**config.mk**
```make
export PLATFORM = sky130hd
export DESIGN_NAME = ogrc_front
export DESIGN_NICKNAME = d
export VERILOG_FILES = /design/src/ogrc_pkg.sv /design/src/ogrc_front.sv
export SDC_FILE = /design/constraint.sdc
export NUM_CORES = 1
export LEC_CHECK = 0
export BUFFER_PORTS_ARGS = -buffer_cell sky130_fd_sc_hd__buf_2
export CAP_MARGIN = 15
export CORE_MARGIN = 2
export CORE_UTILIZATION = 40
export DETAILED_ROUTE_END_ITERATION = 12
export SLEW_MARGIN = 20
export SYNTH_ARGS = -nofsm -noshare
export SYNTH_HDL_FRONTEND = slang
export SYNTH_SLANG_ARGS = --single-unit
```
**constraint.sdc**
```tcl
create_clock -name clk -period 12.4 [get_ports clk]
set_clock_uncertainty 0.15 [all_clocks]
set_input_delay 0 -clock clk [delete_from_list [all_inputs] [get_ports clk]]
set_output_delay 0 -clock clk [all_outputs]
set_load 0.02 [all_outputs]
```
**src/ogrc_pkg.sv**
```systemverilog
`timescale 1ns / 1ps
// ----------------------------------------------------------------------------
// ogrc_pkg
// Shared constants and types of the occupancy grid ray cast block.
// ----------------------------------------------------------------------------
package ogrc_pkg;

	localparam int MAX_WIDTH     = 512;
	localparam int MAX_HEIGHT    = 512;
	localparam int MAP_CELLS     = MAX_WIDTH * MAX_HEIGHT;
	localparam int CELL_AW       = (MAP_CELLS > 1) ? $clog2(MAP_CELLS) : 1;
	localparam int MW_W          = $clog2(MAX_WIDTH + 1);
	localparam int MH_W          = $clog2(MAX_HEIGHT + 1);
	localparam int OCC_THRESHOLD = 50;
	localparam int DIR_SHIFT     = 14;
	localparam int DIV_W         = 50;

	localparam logic [31:0] CELL_SIZE_RESET  = 32'd3277;
	localparam logic [9:0]  MAP_WIDTH_RESET  = 10'd512;
	localparam logic [9:0]  MAP_HEIGHT_RESET = 10'd512;

	typedef enum logic [2:0] {
		REG_ORG_X      = 3'd0,
		REG_ORG_Y      = 3'd1,
		REG_CELL_SIZE  = 3'd2,
		REG_MAP_WIDTH  = 3'd3,
		REG_MAP_HEIGHT = 3'd4
	} reg_index_t;

	typedef struct packed {
		logic               is_cast;
		logic [17:0]        cell_number;
		logic               occupied;
		logic signed [31:0] start_x;
		logic signed [31:0] start_y;
		logic signed [15:0] dir_x;
		logic signed [15:0] dir_y;
		logic [31:0]        range_limit;
	} item_t;

endpackage

```
**src/ogrc_front.sv**
```systemverilog
`timescale 1ns / 1ps
// ----------------------------------------------------------------------------
// ogrc_front
// Accepts input words, classifies them and holds them in a two-entry queue.
// ----------------------------------------------------------------------------
module ogrc_front (
	input  logic                clk,
	input  logic                arst_n,
	input  logic                item_valid,
	output logic                item_stall,
	input  logic                func,
	input  logic [17:0]         cell_number,
	input  logic signed [7:0]   occupancy,
	input  logic signed [31:0]  start_x,
	input  logic signed [31:0]  start_y,
	input  logic signed [15:0]  dir_x,
	input  logic signed [15:0]  dir_y,
	input  logic [31:0]         range_limit,
	output logic                q_valid,
	output ogrc_pkg::item_t     q_item,
	input  logic                q_pop
);
	import ogrc_pkg::*;

	item_t      buf_q [2];
	logic       wr_ptr_q;
	logic       rd_ptr_q;
	logic [1:0] count_q;
	item_t      in_item;
	logic       push;

	always_comb begin
		in_item.is_cast     = func;
		in_item.cell_number = cell_number;
		in_item.occupied    = $signed(occupancy) > $signed(8'(OCC_THRESHOLD));
		in_item.start_x     = start_x;
		in_item.start_y     = start_y;
		in_item.dir_x       = dir_x;
		in_item.dir_y       = dir_y;
		in_item.range_limit = range_limit;
	end

	assign item_stall = count_q == 2'd2;
	assign push       = item_valid && !item_stall;
	assign q_valid    = count_q != 2'd0;
	assign q_item     = buf_q[rd_ptr_q];

	always_ff @(posedge clk) begin
		if (push) begin
			buf_q[wr_ptr_q] <= in_item;
		end
	end

	always_ff @(posedge clk or negedge arst_n) begin
		if (!arst_n) begin
			wr_ptr_q <= 1'b0;
			rd_ptr_q <= 1'b0;
			count_q  <= 2'd0;
		end else begin
			if (push) begin
				wr_ptr_q <= !wr_ptr_q;
			end
			if (q_pop) begin
				rd_ptr_q <= !rd_ptr_q;
			end
			unique case ({push, q_pop})
				2'b10:   count_q <= count_q + 2'd1;
				2'b01:   count_q <= count_q - 2'd1;
				default: count_q <= count_q;
			endcase
		end
	end
endmodule

```
Yosys cells after proc, flatten, opt, wreduce, memory -nomap -nowiden:

Memories as Yosys holds them, arrays and structs flattened.
Index checks and enable logic that the tools add are counted.

* $mul: 0
* magnitude comparators: 1
* add/subtract/negate cells: 2
* mux-type cells: 3
* div/mod/pow operators: 0
* reduce and logical (&&, ||, !) cells: 6
* shift-type cells: 0
* equality and inequality tests: 3
* bitwise gates (word level): 0

Operators by type and width (count)
* $gt 8x7->1 const B: 1
* $eq 2x2->1 const B: 2
* $pmux 2 s2: 1
* $reduce_bool 2->1: 2
* $logic_not 1->1: 3
* $add 2x1->2 const B: 1
* $eq 2x1->1 const B: 1
* $mux 1: 2
* $sub 2x1->2 const B: 1
* $logic_and 1x1->1: 1

* memory bits (writable): 296
* register bits after elaboration: 4
* bits in latches: 0
* input bits: 159
* memories kept: 1
* logic and storage cells: 19
* output and inout port bits: 150
* ROM bits: 0

Memories
* buf_q: words 2, width 148, rd ports 1, clocked after memory_dff 0, write ports 1, RTL line ogrc_front.sv:25 `item_t buf_q [2];`

Depth between registers and ports, before layout:

Gate-level depths: netlist of run 1.

* word-level depth: 5
* gate-level depth with buffers: 6
* gate-level depth less buffers: 6

Worst setup path after synthesis of run 1:

No wires, ideal clock.

* path type: register -> register
* from: register count_q[0]
* to: memory buf_q[0][0] (netlist bit), enable pin
* setup time: 0.657 ns
* data arrival time: 6.773 ns
* period minus slack after synthesis: 7.580 ns
* path buffers: 0
* data required time: 11.593 ns
* stages on the path, launching flop included: 4
* path slack: 4.820 ns
* path through: dfrtp_1 nand2b_1 nand2_1 nor2_1

* longest elaborated chain between the ends: 5

Ends and longest elaborated chain
* start, declared: RTL line ogrc_front.sv:28 `logic [1:0] count_q;`
* start signal, assigned: RTL line ogrc_front.sv:67 `2'b10: count_q <= count_q + 2'd1;`
* start signal, assigned: RTL line ogrc_front.sv:68 `2'b01: count_q <= count_q - 2'd1;`
* start signal, assigned: RTL line ogrc_front.sv:69 `default: count_q <= count_q;`
* $eq 2x2->1: RTL line ogrc_front.sv:43 `assign item_stall = count_q == 2'd2;`
* $logic_not 1->1: RTL line ogrc_front.sv:44 `assign push = item_valid && !item_stall;`
* $logic_and 1x1->1: RTL line ogrc_front.sv:44
* $mux 1: RTL line ogrc_front.sv:49 `if (push) begin`
* $mux 1 (implied by the code): RTL line ogrc_front.sv:50 `buf_q[wr_ptr_q] <= in_item;`
* end, declared: RTL line ogrc_front.sv:25

No other way between the ends.

Worst setup path after layout of run 1:

* from: register count_q[0]
* to: memory buf_q[0][56] (netlist bit), enable pin

The elaborated chain is that of the path after synthesis.

==> summary.txt, run 1 <==
Hold path
  • Worst hold path type: in2reg

Timing
  • Tcrit/Tclk final: 0.2732
  • Hold Slack: 0.02212 ns
  • Unrepaired setup endpoints after global routing: no
  • Setup TNS: 0 ns
  • Final hold viol count: 0
  • Min cycle time layout: around 3.4 ns
  • Slew Limit Fails: 0
  • Max transition margin: 0.3302
  • Worst Max-Slew Pin Slew: 1.005 ns
  • Setup violators final: 0
  • Max Fclk: between 200 and 300 MHz

Synthesis
  • Synth top area share: 0.7855
  • Cells after Synth: 481
  • Yosys cell types: 17
  • Largest cells by area after synthesis: edfxtp_1 (79%), mux2_4 (13%), mux2_2 (4.7%), buf_6 (1.4%), dfrtp_1 (0.88%)
  • Syn avg cell area: 23.53 µm²
  • Synth Register Bits: 300
  • Synth Cell Area: 0.01132 mm²
  • Synthesized Nets: 641
  • Yosys top cell by area: edfxtp_1
  • Seq/Total Area, Yosys: 0.7943
  • YS warnings: 0

Clocking
  • Root Driver: clkbuf_16
  • CTS Buf Count: 31
  • Post_cts resized: 0
  • Clk Latency, worst-skew pair: 0.54 ns
  • CTS sink cnt: 300
  • Clock-pin transition on the worst setup and hold timing paths: 0.06 ns
  • H-tree levels: 1
  • Clock buffer depth: 3
  • CTS tree: done

Critical path
  • Nature of the critical path endpoint: flip-flop
  • Crit path launch: count_q[0]$_DFFE_PN0P_
  • R2R setup slack: roughly 9.0 ns
  • CP Capture Point: buf_q[0][56]$_DFFE_PP_
  • Crit path launch type: flip-flop
  • Critical path class: reg2reg
  • Reg2Reg Depth: 6
  • Max Fanout on Critical Path: 56
  • Crit Reg-Reg Endpoint: buf_q[0][56]$_DFFE_PP_
  • Reg2reg start: count_q[0]$_DFFE_PN0P_
  • CP arrival: 3.41 ns
  • Worst Path Required: 12.42 ns

Cells and area
  • Layout cell share with drive strength beyond 1: 0.5120
  • Fillers: 2168
  • Post-Layout Inst Area: roughly 0.016 mm²
  • Fin util: 0.5696
  • Layout area overhead: 39.84%
  • Fin nets: 1137

Route
  • # DRC: 0
  • Drt wl/cell: roughly 17 µm
  • Vias per cell: 4.579
  • Initial drt markers: 305
  • Vias: roughly 6300
  • Final WL: 23820 µm
  • ANT nets after route: 0
  • Router iterations before antenna repair: 4

Power
  • PnR Total Power: 3.574 mW
  • PD cells: 225.9 mW/mm²
  • Lkg Pwr: 6.262 nW
  • Maximum vdd drop: 0.1480 mV

Place
  • Global placer's final weighted congestion: ~0.73
  • PortBufs: 308
  • Post-DP Area: 0.01322 mm²
  • Hpwl dp: 15090 µm

Floorplan
  • Initial Util: 0.4073
  • Die Wd: 172.2 µm
  • I/O pin total: ~310
  • Core Rows: slightly above 60
  • Die Span Y: 172.2 µm
  • Die ar.: 0.02965 mm²
  • Total core area: 0.02778 mm²

GRT
  • GRT Overall Usage: 0.1521
  • Vias in the first global route: ~6500
  • Largest net degree at the start of global routing: 64
  • Antenna violations before repair: 2
  • First-pass GRT wire length: 34510 µm
  • Total gr overflow: 0

Run status
  • Status: finished clean

Run
  • Max-Cap Viols: 0
[cell type report]
class	count	area, µm²	area share
multi-input combinational	163	2163	0.1367
antenna	3	7.507	0.0004744
sequential	300	8992	0.5683
clock buffer	37	798.3	0.05045
tap	378	473.0	0.02989
clock inverter	15	127.6	0.008065
timing repair buffer	480	3258	0.2059
inverter	1	3.754	0.0002372
[state kept, by name, indices dropped and copies added, names as in the netlist]
name and count:
wr_ptr_q 1, rd_ptr_q 1, count_q 2, buf_q 296
[critical path, stage by stage (launching register included)]
cell	delay, ns
dfrtp_1	0.40
nand2b_1	0.18
nand2_1	0.15
nor2_4	0.43
buf_12	0.26
buf_4	0.65
buf_4	0.71
[worst min path at each step]
stage	start	endpoint	slack [ns]	depth (start not counted)
2_1_floorplan	arst_n	count_q[0]$_DFFE_PN0P_	-0.45	0
3_3_place_gp	arst_n	wr_ptr_q$_DFFE_PN0P_	-0.34	1
3_5_place_dp	arst_n	count_q[1]$_DFFE_PN0P_	-0.33	1
4_1_cts	cell_number[8]	buf_q[0][137]$_DFFE_PP_	0.0001	2
5_1_grt	range_limit[26]	buf_q[1][26]$_DFFE_PP_	0.002	2
6_report	cell_number[3]	buf_q[1][132]$_DFFE_PP_	0.02	2
[cell families after synthesis]
logic type / count (synthesis) / synth area share
mux: 148 / 0.1808
compound gates: 2 / 0.001327
simple gates: 7 / 0.002986
xor+xnor: 5 / 0.003871
flops: 300 / 0.7943
buf+inv: 18 / 0.01559
fa+ha+maj: 1 / 0.001106
[stage by stage]
step | worst slack, ns | std cells
after floorplan | 4.820 | 481
after global placement | 8.741 | 1156
after detailed placement | 8.553 | 1156
after CTS | 8.530 | 1373
after global routing | 8.737 | 1376
final | 9.013 | 1377
[timing repair]
item | 4_1_cts | 5_1_grt
setup endpoints to repair | 0 | 0
hold buffers | 165 | 0
buffers inserted | 0 | 0
hold endpoints to repair | 304 | 0
[synthesized netlist by cell type]
cell	instances
a211o_1	1
a31oi_1	1
and3_1	1
buf_2	3
buf_6	14
dfrtp_1	4
edfxtp_1	296
ha_1	1
inv_1	1
mux2_2	47
mux2_4	101
nand2_1	1
nand2b_1	1
nor2_1	3
or2_2	1
xnor2_1	3
xor2_1	2
[power by group]
group	internal [mW]	total (mW)	switching, mW
Clock	0.494	0.851	0.357
Sequential	1.39	1.47	0.0836
Combinational	0.546	1.25	0.705
[cell usage in the layout, fill, tap and decap left out, drive strengths merged, types with 2 or more instances in the layout]
cell type	netlist	final
dfrtp	4	4
xnor2	3	3
edfxtp	296	296
clkinv	0	11
inv	1	2
mux2	148	148
diode	0	3
xor2	2	2
clkbuf	0	37
dlygate4sd3	0	165
buf	17	315
bufinv	0	2
nor2	3	3
[per-layer routing]
| layer | up-vias | track usage | wire [µm] |
|---|---|---|---|
| met5 | - | 0 | 0 |
| met4 | 0 | 0.04238 | 557 |
| met3 | 37 | 0.04143 | 1853 |
| met2 | 246 | 0.2710 | 11780 |
| met1 | 3107 | 0.1815 | 9622 |
| li1 | 2915 | - | - |
Note: power is estimated with default switching activity, not from simulation.
==> run 2, diff against run 1 <==
--- a/config.mk
+++ b/config.mk
@@ -10,6 +10,7 @@
 export CORE_MARGIN = 2
 export CORE_UTILIZATION = 40
 export DETAILED_ROUTE_END_ITERATION = 12
+export PLACE_DENSITY = 0.66
 export SLEW_MARGIN = 20
 export SYNTH_ARGS = -nofsm -noshare
 export SYNTH_HDL_FRONTEND = slang
==> constraint.sdc (replaced) <==
create_clock -name clk -period 2.98 [get_ports clk]
set_clock_uncertainty 0.15 [all_clocks]
set_input_delay 0 -clock clk [delete_from_list [all_inputs] [get_ports clk]]
set_output_delay 0 -clock clk [all_outputs]
set_load 0.02 [all_outputs]
==> summary.txt, run 2 (same netlist as run 1, synthesis figures left out) <==
Critical path
  • R2R setup slack: 1.06 ns
  • Worst Path Required: about 2.8 ns
  • Reg2Reg Depth: 4
  • Crit-path cells: buf_12 -> mux2_2 -> buf_2
  • Crit Reg-Reg Endpoint: buf_q[0][21]$_DFFE_PP_
  • Reg2reg start: count_q[0]$_DFFE_PN0P_
  • Crit path launch type: flip-flop
  • Crit-path slowest cell: dfrtp_4
  • Max Fanout on Critical Path: 54
  • CP arrival: roughly 2.1 ns
  • Nature of the critical path endpoint: output pin
  • Critical path class: reg2out
  • Worst stage delay on the critical path: 0.62 ns

Timing
  • Slew Limit Fails: 0
  • Max transition margin: 0.5303
  • Worst Max-Slew Pin Slew: 0.7045 ns
  • Setup TNS: 0 ns
  • Max Fclk: between 400 and 500 MHz
  • Unrepaired setup endpoints after global routing: no
  • Min cycle time layout: about 2.3 ns
  • Worst Setup Slack, final: 0.7021 ns
  • Setup violators final: 0
  • Final hold viol count: 0
  • Tcrit/Tclk final: 0.7644

Clocking
  • Clk Latency, worst-skew pair: 0.54 ns
  • Clock-pin transition on the worst setup and hold timing paths: 0.06 ns
  • Root Driver: clkbuf_16
  • Post_cts resized: 0
  • Clock buffer depth: 3
  • Setup Fix Bufs, Post-CTS: 0
  • CTS sink cnt: 300
  • H-tree levels: 1
  • CTS tree: done
  • CTS Buf Count: 31

GRT
  • GRT Overall Usage: 0.1505
  • Vias in the first global route: 6644
  • First-pass GRT wire length: 34520 µm
  • Total gr overflow: 0
  • Largest net degree at the start of global routing: 100
  • Antenna violations before repair: 3

Place
  • Pre-CTS setup slack: ~1.1 ns
  • PortBufs: 308
  • Hpwl dp: 14160 µm
  • Global placer's final weighted congestion: 0.7206
  • Post-placement cell count: 1158

Route
  • Drt wl/cell: 17.09 µm
  • # DRC: 0
  • Final WL: between 20000 and 25000 µm
  • ANT nets after route: 0
  • Vias: 6245
  • Router iterations before antenna repair: 6
  • Vias per cell: 4.483
  • Initial drt markers: 309

Cells and area
  • Non-filler cells, final: 1393
  • Most common cell after layout, fill and taps aside: buf_2
  • Most frequent cells in the layout: buf_2 (308), edfxtp_1 (296), dlygate4sd3_1 (178), mux2_4 (101), mux2_2 (47)
  • Biggest register: buf_q
  • Fillers: 2154
  • Layout cell share with drive strength beyond 1: 0.5035
  • Fin util: 0.5781
  • Fin nets: roughly 1200
  • Layout area overhead: 41.93%
  • Max FFs per register: 296
  • Top flop regs: buf_q x296, count_q x2

Floorplan
  • Die Wd: 172.2 µm
  • Initial Util: 0.4073
  • Die ar.: 0.02965 mm²
  • Total core area: 0.02778 mm²
  • Die Span Y: 172.2 µm
  • I/O pin total: 309
  • Core Rows: 61

Power
  • PD cells: 936.2 mW/mm²
  • Lkg Pwr: 6.349 nW
  • PnR Total Power: 15.04 mW
  • Maximum vdd drop: roughly 0.63 mV

Hold path
  • Endpoint, Worst Hold: buf_q[0][117]$_DFFE_PP_
  • Hold_sp: start_x[21]
  • Hold Crit Depth: 2
  • Worst hold path type: in2reg

Run
  • Max-Cap Viols: 0

Run status
  • Status: finished clean
-- run 2: cell count changes in the layout (fill, tap and decap cells not counted), moves of 2 or more --
cell / delta
dlygate4sd3_1: +13
buf_4: -4
clkbuf_1: +4
clkbuf_8: +2
buf_12: +5
clkinv_2: -5
clkinv_1: +2
-- run 2: worst max-delay path by stage --
stage / start / end / slack [ns] / depth (start not counted)
2_1_floorplan: count_q[0]$_DFFE_PN0P_ / buf_q[0][0]$_DFFE_PP_ / -0.38 / 3
3_5_place_dp: count_q[0]$_DFFE_PN0P_ / buf_q[0][109]$_DFFE_PP_ / 1.07 / 4
4_1_cts: rd_ptr_q$_DFFE_PN0P_ / q_item[129] / 0.66 / 3
6_report: rd_ptr_q$_DFFE_PN0P_ / q_item[7] / 0.70 / 3
3_3_place_gp: count_q[0]$_DFFE_PN0P_ / buf_q[0][111]$_DFFE_PP_ / 1.10 / 4
5_1_grt: rd_ptr_q$_DFFE_PN0P_ / q_item[2] / 0.61 / 3
-- run 2: layer usage --
layer / global-route usage / vias up / routed length [µm]
li1: - / 2939 / -
met1: 0.1787 / 3012 / 9502
met2: 0.2614 / 241 / 11700
met3: 0.04715 / 51 / 2032
met4: 0.04750 / 2 / 567
met5: 0 / - / 7
-- run 2: stage by stage --
| step | instance area, µm² | hold WS, ns |
|---|---|---|
| 2_1_floorplan | 11340 | -0.4456 |
| 5_1_grt | 16060 | 0.01035 |
| 3_5_place_dp | 13320 | -0.3376 |
| 4_1_cts | 16060 | 0.001838 |
| 6_report | 16060 | 0.03303 |
| 3_3_place_gp | 13320 | -0.3360 |
-- run 2: final cells by class --
type                    count  area [µm²]  share of cell area
clock inverters            12       108.9            0.006778
inverters                   1       3.754           0.0002337
well taps                 378       473.0             0.02945
repair buffers            494        3458              0.2153
clock buffers              43       840.8             0.05235
flip-flops and latches    300        8992              0.5599
diodes                      2       5.005           0.0003116
multi-input cells         163        2178              0.1356
-- run 2: repair_timing --
action	CTS	global route
setup endpoints to repair	0	0
endpoints found under the hold margin	312	0
hold buffers	178	0
-- run 2: worst max-delay path: cells and delay by family (launching register included) --
| family | cells | cell delay (ns) |
|---|---|---|
| DFF | 1 | 0.62 |
| muxes | 1 | 0.39 |
| buffers and inverters | 2 | 0.52 |
-- run 2: power by group --
group / switching, mW / internal [mW] / leakage (nW)
sequential: 0.275 / 5.77 / 2.80
combinational: 3.03 / 2.34 / 3.10
clock: 1.49 / 2.12 / 0.456
